File: src/rtl/aescfb_ram.sv
// Generic single-port-write, single-port-read RAM with registered read data.
`default_nettype none
module aescfb_ram #(
   parameter int WIDTH = 128,
   parameter int DEPTH = 11
) (
   input  wire logic                     clock,
   input  wire logic                     we,
   input  wire logic [$clog2(DEPTH)-1:0] waddr,
   input  wire logic [WIDTH-1:0]         wdata,
   input  wire logic [$clog2(DEPTH)-1:0] raddr,
   output logic      [WIDTH-1:0]         rdata
);

   logic [WIDTH-1:0] mem_ff [DEPTH];
   logic [WIDTH-1:0] rdata_ff;

   always_ff @(posedge clock) begin
      if (we) begin
         mem_ff[waddr] <= wdata;
      end
      rdata_ff <= mem_ff[raddr];
   end

   assign rdata = rdata_ff;

endmodule
`default_nettype wire

File: config.mk
export PLATFORM = sky130hd
export DESIGN_NAME = aescfb_ram
export DESIGN_NICKNAME = d
export VERILOG_FILES = /design/src/rtl/aescfb_ram.sv
export SDC_FILE = /design/constraint.sdc
export NUM_CORES = 1
export LEC_CHECK = 0
export BUFFER_PORTS_ARGS = -buffer_cell sky130_fd_sc_hd__buf_2
export CAP_MARGIN = 20
export CORE_ASPECT_RATIO = 0.6
export CORE_UTILIZATION = 50
export DETAILED_ROUTE_END_ITERATION = 12
export GPL_ROUTABILITY_DRIVEN = 0
export MAX_ROUTING_LAYER = met4
export PLACE_DENSITY = 0.73
export SKIP_CTS_REPAIR_TIMING = 1
export SYNTH_ARGS = -nofsm -noshare
export SYNTH_HDL_FRONTEND = slang
export SYNTH_SLANG_ARGS = --single-unit
File: constraint.sdc
create_clock -name clock -period 10.57 [get_ports clock]
set_input_delay 1.5855 -clock clock [delete_from_list [all_inputs] [get_ports clock]]
set_output_delay 1.5855 -clock clock [all_outputs]
set_load 0.02 [all_outputs]
* After elaboration in Yosys (flattened, before gate mapping)
Memory sizes are Yosys's and may differ from the RTL's. A register that Yosys moved wholly into a read port is not among the register bits.
Cells that the tools add are included.
** Word-level totals
- Flip-flop bits (word level) :: 0
- RAM bits :: 1408
- Input port bits :: 138
- Output and inout bits :: 128
- Word-level logic and storage cells :: 3
- Memories :: 1
** Memory list
- mem_ff :: words 11, width 128, rd ports 1, clocked after memory_dff 1, wr ports 1, RTL line 15 : logic [WIDTH-1:0] mem_ff [DEPTH];
** Operators by class
- Mux-type cells :: 2
** Operators by type and width (number)
- $mux 1 :: 2

* Depth between registers and ports, before layout
- Depth after elaboration :: 2
- Gate-level depth with buffers :: 6
- Mapped depth without buffers :: 3

* Worst setup path before layout
No wires, ideal clock.
- Path kind :: input port to flip-flop
- Start :: input waddr[3]
- End :: memory mem_ff[0][0] (enable)
- Arrival :: 10739 ps
- Required time :: 9796 ps
- Slack :: -943 ps
- Cell stages on the path :: 2
- Path buffers :: 0
- Cell sequence :: or3b_2 nor3_1
** RTL lines
- start, declared :: RTL line 9 : input wire logic [$clog2(DEPTH)-1:0] waddr,
- end, declared :: RTL line 15
No word-level cell before the write port.

==> flow_summary.html <==
<table>
<tr><th>Metric</th><th>Value</th></tr>
<tr><th colspan="2">Timing</th></tr>
<tr><td>Rel. slew slack</td><td>25.9%</td></tr>
<tr><td>Maximum clock frequency</td><td>249 MHz</td></tr>
<tr><td>Final total negative setup slack</td><td>0 ns</td></tr>
<tr><td>Worst slack on hold paths</td><td>about 0.56 ns</td></tr>
<tr><td>Final Max Tran Viols</td><td>0</td></tr>
<tr><td>Minimum clock period after layout</td><td>4.01 ns</td></tr>
<tr><td>Layout Skew</td><td>approximately 0.037 ns</td></tr>
<tr><td>Final Hold Violating Endpoints</td><td>0</td></tr>
<tr><td>Measured slew at the worst slew-check pin</td><td>approximately 1.1 ns</td></tr>
<tr><td>Worst Slack Setup Final</td><td>6.56 ns</td></tr>
<tr><td>Final count of negative-setup-slack endpoints</td><td>0</td></tr>
<tr><td>Post-route fraction of the period consumed by the critical path</td><td>38.0%</td></tr>
<tr><td>RSZ-0062 raised after global routing</td><td>false</td></tr>
<tr><th colspan="2">Worst setup path</th></tr>
<tr><td>Crit. Startpoint</td><td>raddr[0]</td></tr>
<tr><td>R2R Path Start</td><td>mem_ff[2][58]</td></tr>
<tr><td>Worst-case reg-to-reg path depth</td><td>3</td></tr>
<tr><td>Worst path cell trace</td><td>buf_8, buf_12, buf_4, mux2_2, o211ai_1, o31ai_1</td></tr>
<tr><td>Crit Path Max Fanout</td><td>146</td></tr>
<tr><td>Sort of element at the start of the critical path</td><td>input port</td></tr>
<tr><td>Worst EP required</td><td>11.16 ns</td></tr>
<tr><td>Worst-case register-to-register setup slack</td><td>between 9 and 10 ns</td></tr>
<tr><td>Kind of critical path</td><td>input port to flop</td></tr>
<tr><td>Highest-delay cell along the critical path</td><td>sky130_fd_sc_hd__buf_4</td></tr>
<tr><td>Critical R2R Capture</td><td>rdata[58]</td></tr>
<tr><td>Arrival @ worst endpoint</td><td>roughly 4.6 ns</td></tr>
<tr><td>Element type at the critical path end</td><td>flop</td></tr>
<tr><td>Slowest Stage Delay on Critical Path</td><td>0.71 ns</td></tr>
<tr><th colspan="2">Pwr</th></tr>
<tr><td>Net switching power</td><td>between 2 and 3 mW</td></tr>
<tr><td>Total power density per cell area</td><td>193 mW/mm2</td></tr>
<tr><td>Combinational cell fraction of total power</td><td>under 10%</td></tr>
<tr><td>Clock share of power</td><td>between 30% and 40%</td></tr>
<tr><td>Internal power contribution</td><td>slightly below 10 mW</td></tr>
<tr><td>Switching power share of the total</td><td>21.3%</td></tr>
<tr><td>Static Leakage</td><td>21.7 nW</td></tr>
<tr><td>Share of power burned in registers</td><td>54.8%</td></tr>
<tr><td>Peak supply drop</td><td>0.000154 V</td></tr>
<tr><th colspan="2">Status</th></tr>
<tr><td>Outcome</td><td>complete, no violations</td></tr>
<tr><th colspan="2">CTS</th></tr>
<tr><td>Maximum clock path buffer count</td><td>3</td></tr>
<tr><td>CTS clock-pin slew for the worst setup and hold paths</td><td>0.06 ns</td></tr>
<tr><td>TritonCTS Buffers</td><td>138</td></tr>
<tr><td>Latest clock arrival within the worst-skew pair</td><td>0.76 ns</td></tr>
<tr><td>CTS root buf</td><td>sky130_fd_sc_hd__clkbuf_16</td></tr>
<tr><td>CTS sink count</td><td>1,536</td></tr>
<tr><td>CTS H-tree depth</td><td>4</td></tr>
<tr><td>TritonCTS clock tree</td><td>built</td></tr>
<tr><th colspan="2">Synthesis</th></tr>
<tr><td>Flip-flop and latch count after synthesis</td><td>between 1,500 and 2,000</td></tr>
<tr><td>Synthesized netlist cell count</td><td>between 3,000 and 4,000</td></tr>
<tr><td>Most instantiated library cell after synthesis</td><td>sky130_fd_sc_hd__edfxtp_1</td></tr>
<tr><td>Top_reg_cell synth</td><td>sky130_fd_sc_hd__edfxtp_1</td></tr>
<tr><td>Post-synthesis cell type count</td><td>20</td></tr>
<tr><td>Commonest cells in the netlist</td><td>sky130_fd_sc_hd__edfxtp_1 (1,408), sky130_fd_sc_hd__mux2_2 (384), sky130_fd_sc_hd__mux2i_1 (256)</td></tr>
<tr><td>Portion of synthesized cell area occupied by the leading cell type</td><td>73.6%</td></tr>
<tr><td>Mean post-synth cell area</td><td>19.0 um2</td></tr>
<tr><td>Cell accounting for the most synthesized area</td><td>sky130_fd_sc_hd__edfxtp_1</td></tr>
<tr><td>Number of warnings printed during yosys synthesis</td><td>0</td></tr>
<tr><td>Post-synthesis net count</td><td>3,159</td></tr>
<tr><td>Proportion of synthesized flip-flops having asynchronous set or reset</td><td>0%</td></tr>
<tr><td>Summed instance area of the synthesized netlist</td><td>0.0575 mm2</td></tr>
<tr><td>Biggest area contributors in the synthesized netlist</td><td>sky130_fd_sc_hd__edfxtp_1 (74%), sky130_fd_sc_hd__mux2_2 (7.5%), sky130_fd_sc_hd__dfxtp_1 (4.5%)</td></tr>
<tr><td>Sequential share of the synthesized area</td><td>between 70% and 80%</td></tr>
<tr><td>Count of flip-flops with a built-in enable after synthesis</td><td>~1,400</td></tr>
<tr><th colspan="2">Detailed routing</th></tr>
<tr><td>Pre-Repair DR Iteration Count</td><td>7</td></tr>
<tr><td>Routed Wire Length</td><td>between 100,000 and 150,000 um</td></tr>
<tr><td>Number of routed nets with antenna violations</td><td>0</td></tr>
<tr><td>Average vias per placed instance</td><td>5.81</td></tr>
<tr><td>Via count</td><td>28,600</td></tr>
<tr><td>Wirelength per Cell</td><td>between 20 and 30 um</td></tr>
<tr><td>DRC errors left</td><td>0</td></tr>
<tr><td>Starting DRT DRC Count</td><td>2,782</td></tr>
<tr><th colspan="2">Cells and area</th></tr>
<tr><td>Area growth from synthesis to final layout</td><td>12.8%</td></tr>
<tr><td>Sequential Area</td><td>0.0448 mm2</td></tr>
<tr><td>Total area of multi-input combinational cells</td><td>0.0118 mm2</td></tr>
<tr><td>Fill cells</td><td>8,346</td></tr>
<tr><td>Layout Utilization</td><td>57.4%</td></tr>
<tr><td>Final Net Count</td><td>3,422</td></tr>
<tr><td>Post-route cell area</td><td>around 0.065 mm2</td></tr>
<tr><td>Ratio of cells with drive above 1 in the final layout</td><td>26.7%</td></tr>
<tr><th colspan="2">Hold path</th></tr>
<tr><td>Tightest Hold Check Type</td><td>flop to flop</td></tr>
<tr><td>Endpoint, Worst Hold</td><td>rdata[104]</td></tr>
<tr><td>Number of cells on the worst hold path</td><td>3</td></tr>
<tr><td>Worst min-delay path startpoint</td><td>mem_ff[10][104]</td></tr>
<tr><th colspan="2">Placed design</th></tr>
<tr><td>Post-detailed-placement half-perimeter wirelength</td><td>60,200 um</td></tr>
<tr><td>Worst slack at placement</td><td>5.74 ns</td></tr>
<tr><td>Input/output buffers</td><td>265</td></tr>
<tr><td>Cell area after placement</td><td>~0.06 mm2</td></tr>
<tr><th colspan="2">Global routing</th></tr>
<tr><td>Global router's overall resource usage</td><td>around 22%</td></tr>
<tr><td>Global-route wire length before repair</td><td>187,000 um</td></tr>
<tr><td>Antenna violations before repair</td><td>23</td></tr>
<tr><td>Maximum number of pins on one net before global-route repair</td><td>~150</td></tr>
<tr><td>Via count of the first global-routing pass</td><td>roughly 29,000</td></tr>
<tr><td>Overall overflow remaining after global route</td><td>0</td></tr>
<tr><th colspan="2">Die</th></tr>
<tr><td>Area enclosed by the die boundary</td><td>0.116 mm2</td></tr>
<tr><td>Initial core utilization</td><td>slightly above 50%</td></tr>
<tr><td>Number of placement rows</td><td>95</td></tr>
<tr><td>Ports placed on the boundary</td><td>~270</td></tr>
<tr><td>DIE WIDTH</td><td>between 400 and 500 um</td></tr>
<tr><td>Die boundary height</td><td>roughly 260 um</td></tr>
<tr><td>Placeable core region</td><td>between 0.1 and 0.15 mm2</td></tr>
<tr><th colspan="2">Flow run</th></tr>
<tr><td>Number of max-cap violations</td><td>0</td></tr>
</table>
## how the worst max path moves through the flow
stage               endpoint  depth (start not counted)
2_1_floorplan   mem_ff[3][0]                          2
3_3_place_gp    mem_ff[9][5]                          5
3_5_place_dp    mem_ff[9][5]                          5
4_1_cts        mem_ff[9][98]                          5
5_1_grt           rdata[123]                          6
6_report          rdata[122]                          6
## final cells by class
type | count | share of cell area (%)
clock inverters | 63 | 0.944
multi-input cells | 1301 | 18.1
repair buffers | 307 | 2.77
well taps | 1503 | 2.90
diodes | 22 | 0.0849
clock buffers | 187 | 5.96
flip-flops and latches | 1536 | 69.2
## registers in the layout, summed over array words and instances (netlist names)
| name | flops |
|---|---|
| mem_ff | 1408 |
| rdata | 128 |
## routing by layer
metal | routed length [um] | part of all wire, % | global-route usage [%] | up-vias
li1 | - | - | - | 12700
met1 | 55900 | 44 | 30.5 | 14800
met2 | 61100 | 48 | 34.9 | 806
met3 | 7370 | 5.8 | 4.00 | 180
met4 | 2720 | 2.1 | 6.66 | 0
met5 | 0 | 0 | - | -
## power groups by stage
stage / Sequential, mW / Combinational, mW / Clock (mW)
after detailed placement: 6.97 / 0.690 / 0
after global routing: 6.85 / 0.734 / 5.27
final: 6.84 / 0.686 / 4.96
after floorplan: 7.03 / 0.357 / 0
after CTS: 6.84 / 0.693 / 5.05
after global placement: 6.97 / 0.678 / 0
## per-stage QoR
stage	cells	power (mW)
finish	4919	12.5
CTS	4897	12.6
global route	4913	12.9
floorplan	3021	7.39
detailed placement	4647	7.66
global placement	4647	7.65
## layout by cell type, fill, tap and decap left out
| cell | count |
|---|---|
| sky130_fd_sc_hd__nand2_1 | 1 |
| sky130_fd_sc_hd__clkinv_2 | 17 |
| sky130_fd_sc_hd__buf_4 | 32 |
| sky130_fd_sc_hd__or3b_2 | 1 |
| sky130_fd_sc_hd__inv_6 | 5 |
| sky130_fd_sc_hd__clkbuf_16 | 142 |
| sky130_fd_sc_hd__o31ai_1 | 128 |
| sky130_fd_sc_hd__clkinvlp_4 | 4 |
| sky130_fd_sc_hd__edfxtp_1 | 1408 |
| sky130_fd_sc_hd__nor3_4 | 3 |
| sky130_fd_sc_hd__clkinv_1 | 20 |
| sky130_fd_sc_hd__nor2b_4 | 1 |
| sky130_fd_sc_hd__clkbuf_8 | 14 |
| sky130_fd_sc_hd__nand2_4 | 1 |
| sky130_fd_sc_hd__nand2b_1 | 130 |
| sky130_fd_sc_hd__buf_2 | 262 |
| sky130_fd_sc_hd__mux2_2 | 384 |
| sky130_fd_sc_hd__buf_12 | 10 |
| sky130_fd_sc_hd__dfxtp_1 | 128 |
| sky130_fd_sc_hd__bufinv_16 | 9 |
| sky130_fd_sc_hd__o211ai_1 | 128 |
| sky130_fd_sc_hd__clkbuf_1 | 31 |
| sky130_fd_sc_hd__nor2_4 | 9 |
| sky130_fd_sc_hd__diode_2 | 22 |
| sky130_fd_sc_hd__clkinv_4 | 3 |
| sky130_fd_sc_hd__a22o_1 | 128 |
| sky130_fd_sc_hd__buf_8 | 3 |
| sky130_fd_sc_hd__o22ai_1 | 128 |
| sky130_fd_sc_hd__clkinv_8 | 5 |
| sky130_fd_sc_hd__nand2b_4 | 1 |
| sky130_fd_sc_hd__mux2i_1 | 256 |
| sky130_fd_sc_hd__nand3b_1 | 2 |
## worst max-delay path, delay by kind of cell
family,cells,cell delay [ns]
buffers and inverters,3,1.89
AOI/OAI and AO/OA,2,0.28
muxes,1,0.40
## kinds of logic (layout without fill, tap and decap cells)
group,Yosys count,in the layout,share of synthesized area (%)
DFF,1536,1536,78.0
muxes,640,640,12.0
AOI/OAI and AO/OA,512,512,6.69
buffers and inverters,184,557,1.71
and+or+nand+nor,149,149,1.58
other,0,22,0
Power figures use the tool's default switching activity.
